===== src/rtl/core/asd_pkg.sv =====
`timescale 1ns / 1ps

package asd_pkg;

   // Stream framing constants
   localparam int FRAME_BYTES  = 640;
   localparam int HEADER_BYTES = 8;
   localparam int FOOTER_BYTES = 12;

   localparam logic [7:0] SYNC_FIRST  = 8'h12;
   localparam logic [7:0] SYNC_SECOND = 8'h34;

   // Footer positions that land in one of the three captured words
   localparam logic [3:0] FOOTER_CAPTURE_END = 4'd12;

   // Header positions
   localparam logic [3:0] HDR_POS_ENDPOINT = 4'd2;
   localparam logic [3:0] HDR_POS_RATE     = 4'd3;
   localparam logic [3:0] HDR_POS_LEN_LOW  = 4'd4;
   localparam logic [3:0] HDR_POS_LEN_HIGH = 4'd5;

   // Result kinds carried on rsp_tuser
   localparam logic [1:0] KIND_PAYLOAD = 2'd0;
   localparam logic [1:0] KIND_HEADER  = 2'd1;
   localparam logic [1:0] KIND_FOOTER  = 2'd2;

   localparam int RSP_TDATA_BITS = 136;
   localparam int RSP_TUSER_BITS = 2;

   // Work handed from the parser to the record builder
   typedef enum logic [1:0] {
      OP_HEADER,
      OP_PAYLOAD,
      OP_FOOTER
   } asd_op_type;

   typedef struct packed {
      asd_op_type  op;
      logic [3:0]  pos;     // byte position within header or footer
      logic [7:0]  data;
      logic        last;    // header/footer: closes the record; payload: frame end
      logic [10:0] length;  // validated payload length, header bytes only
   } asd_entry_type;

   typedef struct packed {
      logic [1:0]  kind;
      logic [7:0]  payload_byte;
      logic        frame_last;
      logic [7:0]  endpoint_num;
      logic [3:0]  sample_rate_code;
      logic [3:0]  packet_count;
      logic        packet_gap;
      logic [10:0] payload_size;
      logic [31:0] current_frame_count;
      logic [31:0] start_index;
      logic [31:0] end_index;
      logic        frame_gap;
   } asd_result_type;

   // Pass a length through only if it is one of the supported sizes
   function automatic logic [10:0] check_length(input logic [15:0] len);
      logic [10:0] res;
      res = '0;
      case (len)
         16'd80, 16'd128, 16'd160, 16'd256, 16'd320,
         16'd480, 16'd512, 16'd640, 16'd1280: res = len[10:0];
         default: res = '0;
      endcase
      return res;
   endfunction

endpackage


===== src/rtl/core/audio_stream_deframer.sv =====
`timescale 1ns / 1ps
// Audio stream deframer.
// req_* takes one received UART byte per transfer. The block hunts for the
// sync pair 0x12 0x34, parses the 8-byte header, passes payload bytes on and
// parses the 12-byte footer that follows a payload.
// rsp_* gives one record per transfer: rsp_tuser is the kind (payload byte,
// header record, footer record), rsp_tlast marks the byte that completes a
// 640-byte frame, rsp_tdata carries all other fields (zero where unused).
// Throughput is one byte per cycle while the queue is not full. A byte is
// classified in the parser, written into the queue, and turned into a record
// in the output register behind it.
// A queue of QUEUE_DEPTH entries sits between parser and record builder;
// while rsp_tready is low the output register holds its record and the queue
// fills, and req_tready drops only once the queue is full.
// Reset returns the parser to sync hunting, empties the queue and output
// register, and sets the last packet count to 15 and last frame count to
// all ones.

module audio_stream_deframer #(
   parameter int QUEUE_DEPTH = 4
) (
   input  logic                                clock,
   input  logic                                reset,
   input  logic                                req_tvalid,
   output logic                                req_tready,
   input  logic [7:0]                          req_tdata,   // [7:0] byte_in
   output logic                                rsp_tvalid,
   input  logic                                rsp_tready,
   // [7:0] payload_byte, [15:8] endpoint_num, [19:16] sample_rate_code,
   // [23:20] packet_count, [24] packet_gap, [35:25] payload_size,
   // [67:36] current_frame_count, [99:68] start_index, [131:100] end_index,
   // [132] frame_gap, [135:133] zero
   output logic [asd_pkg::RSP_TDATA_BITS-1:0] rsp_tdata,
   output logic [asd_pkg::RSP_TUSER_BITS-1:0] rsp_tuser,   // [1:0] result_kind
   output logic                                rsp_tlast    // frame_last
);
   import asd_pkg::*;

   logic           q_full;
   logic           q_push;
   asd_entry_type  q_push_entry;
   logic           q_pop;
   logic           q_valid;
   asd_entry_type  q_entry;
   asd_result_type result;

   asd_front u_front (
      .clock      (clock),
      .reset      (reset),
      .req_tvalid (req_tvalid),
      .req_tready (req_tready),
      .req_tdata  (req_tdata),
      .q_full     (q_full),
      .push       (q_push),
      .push_entry (q_push_entry)
   );

   asd_queue #(
      .DEPTH (QUEUE_DEPTH)
   ) u_queue (
      .clock      (clock),
      .reset      (reset),
      .push       (q_push),
      .push_entry (q_push_entry),
      .full       (q_full),
      .pop        (q_pop),
      .pop_valid  (q_valid),
      .pop_entry  (q_entry)
   );

   asd_back u_back (
      .clock      (clock),
      .reset      (reset),
      .q_valid    (q_valid),
      .q_entry    (q_entry),
      .q_pop      (q_pop),
      .rsp_tready (rsp_tready),
      .rsp_valid  (rsp_tvalid),
      .rsp_result (result)
   );

   // Pack the record onto the stream
   assign rsp_tuser = result.kind;
   assign rsp_tlast = result.frame_last;
   assign rsp_tdata = {3'b000,
                       result.frame_gap,
                       result.end_index,
                       result.start_index,
                       result.current_frame_count,
                       result.payload_size,
                       result.packet_gap,
                       result.packet_count,
                       result.sample_rate_code,
                       result.endpoint_num,
                       result.payload_byte};

`ifndef SYNTH
   a_pop_needs_entry: assert property (@(posedge clock) disable iff (reset)
      q_pop |-> q_valid)
      else $error("record builder popped an empty queue");

   a_last_only_payload: assert property (@(posedge clock) disable iff (reset)
      rsp_tvalid && rsp_tlast |-> rsp_tuser == KIND_PAYLOAD)
      else $error("frame end flagged on a non-payload record");

   a_record_byte_zero: assert property (@(posedge clock) disable iff (reset)
      rsp_tvalid && rsp_tuser != KIND_PAYLOAD |-> rsp_tdata[7:0] == 8'h00)
      else $error("header or footer record carries a payload byte");
`endif

endmodule


===== src/rtl/core/asd_front.sv =====
`timescale 1ns / 1ps

module asd_front (
   input  logic                  clock,
   input  logic                  reset,
   input  logic                  req_tvalid,
   output logic                  req_tready,
   input  logic [7:0]            req_tdata,    // [7:0] byte_in
   input  logic                  q_full,
   output logic                  push,
   output asd_pkg::asd_entry_type push_entry
);
   import asd_pkg::*;

   typedef enum logic [1:0] {
      PH_HUNT,
      PH_HEADER,
      PH_PAYLOAD,
      PH_FOOTER
   } phase_type;

   phase_type   phase_ff, phase_in;
   logic [7:0]  prev_byte_ff, prev_byte_in;
   logic [3:0]  pos_ff, pos_in;
   logic [10:0] left_ff, left_in;
   logic [9:0]  fill_ff, fill_in;
   logic [7:0]  len_low_ff, len_low_in;

   logic        accept;
   logic [4:0]  pos_next;
   logic [10:0] fill_inc;
   logic [10:0] len_now;
   logic        hdr_done;
   logic        ftr_done;
   logic        frame_end;

   assign req_tready = !q_full;
   assign accept     = req_tvalid && req_tready;
   assign pos_next   = {1'b0, pos_ff} + 5'd1;
   assign fill_inc   = {1'b0, fill_ff} + 11'd1;
   assign hdr_done   = pos_next >= 5'(HEADER_BYTES);
   assign ftr_done   = pos_next >= 5'(FOOTER_BYTES);
   assign frame_end  = fill_inc >= 11'(FRAME_BYTES);
   assign len_now    = (pos_ff == HDR_POS_LEN_HIGH) ?
                       check_length({req_tdata, len_low_ff}) : left_ff;

   // Track framing position and classify each received byte
   always_comb begin
      phase_in     = phase_ff;
      prev_byte_in = prev_byte_ff;
      pos_in       = pos_ff;
      left_in      = left_ff;
      fill_in      = fill_ff;
      len_low_in   = len_low_ff;
      push         = 1'b0;
      push_entry   = '{op: OP_HEADER, pos: pos_ff, data: req_tdata, last: 1'b0,
                       length: '0};
      if (accept) begin
         unique case (phase_ff)
            PH_HUNT: begin
               if (prev_byte_ff == SYNC_FIRST && req_tdata == SYNC_SECOND) begin
                  prev_byte_in = '0;
                  pos_in       = HDR_POS_ENDPOINT;
                  phase_in     = PH_HEADER;
               end else begin
                  prev_byte_in = req_tdata;
               end
            end
            PH_HEADER: begin
               push              = 1'b1;
               push_entry.op     = OP_HEADER;
               push_entry.last   = hdr_done;
               push_entry.length = len_now;
               if (pos_ff == HDR_POS_LEN_LOW) begin
                  len_low_in = req_tdata;
               end
               left_in = len_now;
               if (hdr_done) begin
                  pos_in   = '0;
                  phase_in = (len_now != '0) ? PH_PAYLOAD : PH_HUNT;
               end else begin
                  pos_in = pos_next[3:0];
               end
            end
            PH_PAYLOAD: begin
               push            = 1'b1;
               push_entry.op   = OP_PAYLOAD;
               push_entry.last = frame_end;
               fill_in         = frame_end ? '0 : fill_inc[9:0];
               left_in         = left_ff - 11'd1;
               if (left_ff == 11'd1) begin
                  pos_in   = '0;
                  phase_in = PH_FOOTER;
               end
            end
            PH_FOOTER: begin
               push            = 1'b1;
               push_entry.op   = OP_FOOTER;
               push_entry.last = ftr_done;
               if (ftr_done) begin
                  pos_in       = '0;
                  prev_byte_in = '0;
                  phase_in     = PH_HUNT;
               end else begin
                  pos_in = pos_next[3:0];
               end
            end
         endcase
      end
   end

   always_ff @(posedge clock) begin
      if (reset) begin
         phase_ff     <= PH_HUNT;
         prev_byte_ff <= '0;
         pos_ff       <= '0;
         left_ff      <= '0;
         fill_ff      <= '0;
         len_low_ff   <= '0;
      end else begin
         phase_ff     <= phase_in;
         prev_byte_ff <= prev_byte_in;
         pos_ff       <= pos_in;
         left_ff      <= left_in;
         fill_ff      <= fill_in;
         len_low_ff   <= len_low_in;
      end
   end

endmodule


===== src/rtl/core/asd_queue.sv =====
`timescale 1ns / 1ps

module asd_queue #(
   parameter int DEPTH = 4
) (
   input  logic                  clock,
   input  logic                  reset,
   input  logic                  push,
   input  asd_pkg::asd_entry_type push_entry,
   output logic                  full,
   input  logic                  pop,
   output logic                  pop_valid,
   output asd_pkg::asd_entry_type pop_entry
);
   import asd_pkg::*;

   localparam int PTR_BITS = $clog2(DEPTH);
   localparam int CNT_BITS = $clog2(DEPTH + 1);

   asd_entry_type       store_ff [DEPTH];
   logic [PTR_BITS-1:0] wr_ff, wr_in;
   logic [PTR_BITS-1:0] rd_ff, rd_in;
   logic [CNT_BITS-1:0] cnt_ff, cnt_in;
   logic                do_push;
   logic                do_pop;

   assign full      = cnt_ff == CNT_BITS'(DEPTH);
   assign pop_valid = cnt_ff != '0;
   assign pop_entry = store_ff[rd_ff];
   assign do_push   = push && !full;
   assign do_pop    = pop && pop_valid;

   // Advance pointers with wrap at the queue depth
   always_comb begin
      wr_in  = wr_ff;
      rd_in  = rd_ff;
      cnt_in = cnt_ff;
      if (do_push) begin
         wr_in = (wr_ff == PTR_BITS'(DEPTH - 1)) ? '0 : wr_ff + 1'b1;
      end
      if (do_pop) begin
         rd_in = (rd_ff == PTR_BITS'(DEPTH - 1)) ? '0 : rd_ff + 1'b1;
      end
      if (do_push && !do_pop) begin
         cnt_in = cnt_ff + 1'b1;
      end else if (do_pop && !do_push) begin
         cnt_in = cnt_ff - 1'b1;
      end
   end

   always_ff @(posedge clock) begin
      if (reset) begin
         wr_ff  <= '0;
         rd_ff  <= '0;
         cnt_ff <= '0;
      end else begin
         wr_ff  <= wr_in;
         rd_ff  <= rd_in;
         cnt_ff <= cnt_in;
      end
   end

   // Entry storage
   always_ff @(posedge clock) begin
      if (do_push) begin
         store_ff[wr_ff] <= push_entry;
      end
   end

endmodule


===== src/rtl/core/asd_back.sv =====
`timescale 1ns / 1ps

module asd_back (
   input  logic                   clock,
   input  logic                   reset,
   input  logic                   q_valid,
   input  asd_pkg::asd_entry_type  q_entry,
   output logic                   q_pop,
   input  logic                   rsp_tready,
   output logic                   rsp_valid,
   output asd_pkg::asd_result_type rsp_result
);
   import asd_pkg::*;

   logic [7:0]     endpoint_ff, endpoint_in;
   logic [7:0]     rate_byte_ff, rate_byte_in;
   logic [31:0]    word_ff [3];
   logic [31:0]    word_in [3];
   logic [3:0]     last_pc_ff, last_pc_in;
   logic [31:0]    last_fc_ff, last_fc_in;
   logic           valid_ff, valid_in;
   asd_result_type result_ff, result_in;

   logic           emits;
   logic           out_free;

   assign emits      = (q_entry.op == OP_PAYLOAD) || q_entry.last;
   assign out_free   = !valid_ff || rsp_tready;
   assign q_pop      = q_valid && (!emits || out_free);
   assign rsp_valid  = valid_ff;
   assign rsp_result = result_ff;

   // Merge the current footer byte into the captured words
   always_comb begin
      for (int w = 0; w < 3; w++) begin
         word_in[w] = word_ff[w];
      end
      if (q_pop && q_entry.op == OP_FOOTER && q_entry.pos < FOOTER_CAPTURE_END) begin
         for (int w = 0; w < 3; w++) begin
            for (int l = 0; l < 4; l++) begin
               if (q_entry.pos[3:2] == 2'(w) && q_entry.pos[1:0] == 2'(l)) begin
                  word_in[w][8*l +: 8] = q_entry.data;
               end
            end
         end
      end
   end

   // Build records and load the output register
   always_comb begin
      endpoint_in  = endpoint_ff;
      rate_byte_in = rate_byte_ff;
      last_pc_in   = last_pc_ff;
      last_fc_in   = last_fc_ff;
      result_in    = result_ff;
      valid_in     = valid_ff && !rsp_tready;
      if (q_pop) begin
         case (q_entry.op)
            OP_HEADER: begin
               if (q_entry.pos == HDR_POS_ENDPOINT) begin
                  endpoint_in = q_entry.data;
               end
               if (q_entry.pos == HDR_POS_RATE) begin
                  rate_byte_in = q_entry.data;
               end
               if (q_entry.last) begin
                  result_in                  = '0;
                  result_in.kind             = KIND_HEADER;
                  result_in.endpoint_num     = endpoint_ff;
                  result_in.sample_rate_code = rate_byte_ff[7:4];
                  result_in.packet_count     = rate_byte_ff[3:0];
                  result_in.packet_gap       = rate_byte_ff[3:0] != last_pc_ff + 4'd1;
                  result_in.payload_size     = q_entry.length;
                  last_pc_in                 = rate_byte_ff[3:0];
                  valid_in                   = 1'b1;
               end
            end
            OP_PAYLOAD: begin
               result_in              = '0;
               result_in.kind         = KIND_PAYLOAD;
               result_in.payload_byte = q_entry.data;
               result_in.frame_last   = q_entry.last;
               valid_in               = 1'b1;
            end
            OP_FOOTER: begin
               if (q_entry.last) begin
                  result_in                     = '0;
                  result_in.kind                = KIND_FOOTER;
                  result_in.current_frame_count = word_in[0];
                  result_in.start_index         = {word_in[2][23:0], 8'h00};
                  result_in.end_index           = {word_in[1][23:0], 8'h00};
                  result_in.frame_gap           = word_in[0] != last_fc_ff + 32'd1;
                  last_fc_in                    = word_in[0];
                  valid_in                      = 1'b1;
               end
            end
            default: begin
               valid_in = valid_ff && !rsp_tready;
            end
         endcase
      end
   end

   always_ff @(posedge clock) begin
      if (reset) begin
         valid_ff   <= 1'b0;
         last_pc_ff <= 4'hF;
         last_fc_ff <= '1;
      end else begin
         valid_ff   <= valid_in;
         last_pc_ff <= last_pc_in;
         last_fc_ff <= last_fc_in;
      end
   end

   // Captured fields and record payload
   always_ff @(posedge clock) begin
      endpoint_ff  <= endpoint_in;
      rate_byte_ff <= rate_byte_in;
      result_ff    <= result_in;
      for (int w = 0; w < 3; w++) begin
         word_ff[w] <= word_in[w];
      end
   end

endmodule


===== config.mk =====
export PLATFORM = sky130hd
export DESIGN_NAME = audio_stream_deframer
export DESIGN_NICKNAME = d
export VERILOG_FILES = /design/src/rtl/core/asd_pkg.sv /design/src/rtl/core/audio_stream_deframer.sv /design/src/rtl/core/asd_front.sv /design/src/rtl/core/asd_queue.sv /design/src/rtl/core/asd_back.sv
export SDC_FILE = /design/constraint.sdc
export NUM_CORES = 1
export LEC_CHECK = 0
export BUFFER_PORTS_ARGS = -buffer_cell sky130_fd_sc_hd__buf_2
export CAP_MARGIN = 20
export CORE_UTILIZATION = 55
export DETAILED_ROUTE_END_ITERATION = 8
export PLACE_DENSITY = 0.72
export SLEW_MARGIN = 40
export SYNTH_ARGS = -nofsm -noshare
export SYNTH_HDL_FRONTEND = slang
export SYNTH_HIERARCHICAL = 1
export SYNTH_SLANG_ARGS = --single-unit
export TNS_END_PERCENT = 30

===== constraint.sdc =====
create_clock -name clock -period 16.04 [get_ports clock]
set_clock_uncertainty 0.05 [all_clocks]
set_input_delay 1.604 -clock clock [delete_from_list [all_inputs] [get_ports clock]]
set_output_delay 1.604 -clock clock [all_outputs]
set_load 0.005 [all_outputs]

==> metrics.md <==
| Metric | Value |
|---|---|
| Status | `finished, final reports clean` |
| Tcrit/Tclk final | `0.284` |
| Worst-path fanout max | `26` |
| Die Wd | `181 µm` |
| TNS Setup | `0 ns` |
| TritonRoute pass-1 iters | `5` |
| Max cap viols | `0` |
| Root buffer cell | `clkbuf_16` |
| Num ports | `153` |
| Most common cell after layout, fill and taps aside | `edfxtp_1` |
| Multi-input gate area | `6330 µm²` |
| Most used DFF post-synth | `edfxtp_1` |
| Slew margin rel. | `0.443` |
| Final setup fails | `0` |
| Worst setup EP type | `register` |
| Actual slew at the worst max-slew pin | `0.833 ns` |
| Cts repair resizes | `0` |
| Skew-Pair Late Insertion Delay | `0.53 ns` |
| Syn-to-layout area delta | `12.5%` |
| Initial antenna violation count | `1` |
| Synthesized netlist cell count | `1394` |
| Share of cells above drive strength 1 | `0.203` |
| Initial Util | `0.558` |
| Vias per inst | `5.71` |
| Post-synthesis sequential area ratio | `0.601` |
| Vias post-DR | `11100` |
| Placed insts | `1867` |
| HP Class | `register to register` |
| Library cells used by synthesis | `100` |
| DRC | `0` |
| Crit path top cell by count | `nor4_1` |
| Register area | `10600 µm²` |
| Post-DP HPWL | `24000 µm` |
| CTS tree | `built` |
| Vias in the first global route | `10500` |
| Core area | `31600 µm²` |
| Startpoint Class | `register` |
| Final Critical Period | `4.55 ns` |
| Slew Viols, Final | `0` |
| Commonest cells after routing, fill and taps aside | `240 x edfxtp_1, 168 x dfxtp_1, 133 x buf_2` |
| Tot Pwr | `2080 µW` |
| H-Tree Depth | `2` |
| Initial drt markers | `917` |
| Port buffer count | `133` |
| Final Hold Viols | `0` |
| F_max | `220 MHz` |
| Slowest-stage cell, CP | `dfxtp_4` |
| Hold Buf Count CTS | `0` |
| Leak | `0.00744 µW` |
| Antenna diodes | `0` |
| DRT antenna net count | `0` |
| Ys Warns | `6` |
| Hold Path Origin | `u_front/prev_byte_ff[7]` |
| Routability cong. | `0.847` |
| Clock slew at reported path FFs | `0.06 ns` |
| Setup bufs post-CTS | `0` |
| Final WL | `37200 µm` |
| DIE AREA | `32700 µm²` |
| First-pass GRT wire length | `58100 µm` |
| Power Dens Cells | `105 nW/µm²` |
| Worst endpoint required time | `16.24 ns` |
| Flops & latches, synth | `409` |
| Mapped Area | `17600 µm²` |
| Crit Path Category | `register to register` |
| Syn Area/Cell | `12.6 µm²` |
| Slowest cell delay on critical path | `0.69 ns` |
| Crit path arrival time | `4.75 ns` |
| CTS buffer count | `41` |
| Gr ovfl total | `0` |
| Cell Count, Final, Fillers Out | `1941` |
| Final nets | `1547` |
| Worst VDD drop | `0.0000670 V` |
| Fill cell count | `2440` |
| WL/cell | `19.1 µm` |
| Largest net degree at the start of global routing | `87` |
| CTS Buffer Depth | `3` |
| Die H | `181 µm` |
| Async S/R FF share, synth | `0` |
| Num Clock Sinks | `409` |
| Core Rows | `65` |
| Total track usage | `0.226` |
| EDFF count, synth | `240` |
| CP cell instances | `mux4_2, inv_1, ha_1, nor2_2, o211ai_2, mux2i_1, xnor2_1, nor4_1, nand4_1, nor4_1, a31oi_1` |
| RSZ-0062 raised after global routing | `no` |
synth_stat cells, types with 4 or more instances:
| master | instances | area share |
|---|---|---|
| nor4_4 | 4 | 0.0048 |
| a21oi_1 | 38 | 0.011 |
| xor2_1 | 19 | 0.0095 |
| o21ai_0 | 32 | 0.0091 |
| nor2_1 | 122 | 0.026 |
| nand2b_1 | 5 | 0.0018 |
| and2_1 | 13 | 0.0046 |
| mux2i_1 | 39 | 0.022 |
| mux4_2 | 26 | 0.033 |
| a211o_1 | 37 | 0.018 |
| a31oi_1 | 11 | 0.0039 |
| clkbuf_1 | 45 | 0.0096 |
| dfxtp_1 | 169 | 0.19 |
| buf_4 | 29 | 0.012 |
| nand4_1 | 11 | 0.0039 |
| nor3_1 | 23 | 0.0065 |
| inv_1 | 66 | 0.014 |
| ha_1 | 26 | 0.018 |
| nand3_1 | 35 | 0.0099 |
| xnor2_1 | 38 | 0.019 |
| and3b_1 | 7 | 0.0035 |
| o21ai_1 | 5 | 0.0014 |
| a2111oi_0 | 4 | 0.0020 |
| edfxtp_1 | 240 | 0.41 |
| nor2b_1 | 74 | 0.026 |
| a22oi_1 | 4 | 0.0017 |
| o211ai_1 | 7 | 0.0030 |
| buf_2 | 9 | 0.0026 |
| and3_1 | 13 | 0.0046 |
| buf_6 | 4 | 0.0026 |
| nand2_1 | 52 | 0.011 |
| nor4_1 | 13 | 0.0046 |
| nand3b_1 | 13 | 0.0055 |
| mux2_2 | 43 | 0.027 |
| or3_1 | 7 | 0.0025 |
| a211oi_1 | 10 | 0.0043 |
stage by stage:
stage | utilization | hold WS (ns) | cell area [µm²] | worst slack (ns)
floorplan | - | 0.372 | 17700 | 8.20
global placement | 0.585 | 0.383 | 18400 | 10.95
detailed placement | 0.585 | 0.391 | 18500 | 11.45
CTS | 0.628 | 0.403 | 19800 | 11.53
global route | 0.628 | 0.420 | 19800 | 11.21
finish | 0.628 | 0.407 | 19800 | 11.49
critical path, delay by kind of cell, from the launching register on:
family	cells	cell delay [ns]
buffers and inverters	1	0.12
flip-flops	1	0.69
adder cells (fa/ha/maj)	1	0.35
XOR/XNOR	1	0.12
AND/OR/NAND/NOR	4	1.06
multiplexers	2	1.07
AO/OA/AOI/OAI	2	0.81
power by group:
part	leakage [µW]	total [µW]	switching [µW]	internal, µW
Combinational	0.00337	25.9	17.3	8.61
Sequential	0.00343	1110	1.72	1110
Clock	0.000637	951	380	571
sequential cells by signal, indices dropped and copies added, names as in the netlist, 8 cells and up, named ones only:
signal / flops
u_back/rsp_result: 120
u_queue/store_ff: 104
u_back/word_ff: 80
u_back/last_fc_ff: 32
u_front/left_ff: 11
u_front/fill_ff: 10
u_back/endpoint_ff: 8
u_back/rate_byte_ff: 8
u_front/len_low_ff: 8
u_front/prev_byte_ff: 8
cells by family after synthesis:
kind of cell,synth area share
flops,0.601
simple gates,0.136
other cells,0.000427
mux,0.0865
buf+inv,0.0436
fa+ha+maj,0.0196
compound gates,0.0798
xor+xnor,0.0323
final cells by class:
type	count	area share
Sequential cell	409	0.535
Timing Repair Buffer	145	0.0390
Clock inverter	11	0.00966
Clock buffer	63	0.0575
Multi-Input combinational cell	843	0.320
Tap cell	402	0.0254
Inverter	68	0.0138
path summary, 6_finish.rpt:
| kind | end | slack [ns] | cells past startpoint |
|---|---|---|---|
| setup / recovery | u_back/rsp_result[0] | 11.49 | 11 |
| hold / removal | u_front/prev_byte_ff[7] | 0.41 | 2 |
| setup reg to reg | u_back/rsp_result[0] | 11.49 | 11 |
| hold reg to reg | u_front/prev_byte_ff[7] | 0.41 | 2 |
metal layers:
layer	wire length [µm]	track usage
met5	0	0
met1	17100	0.321
met4	745	0.0622
met3	2090	0.0325
met2	17200	0.364
Note: power is estimated with default switching activity, not from simulation.
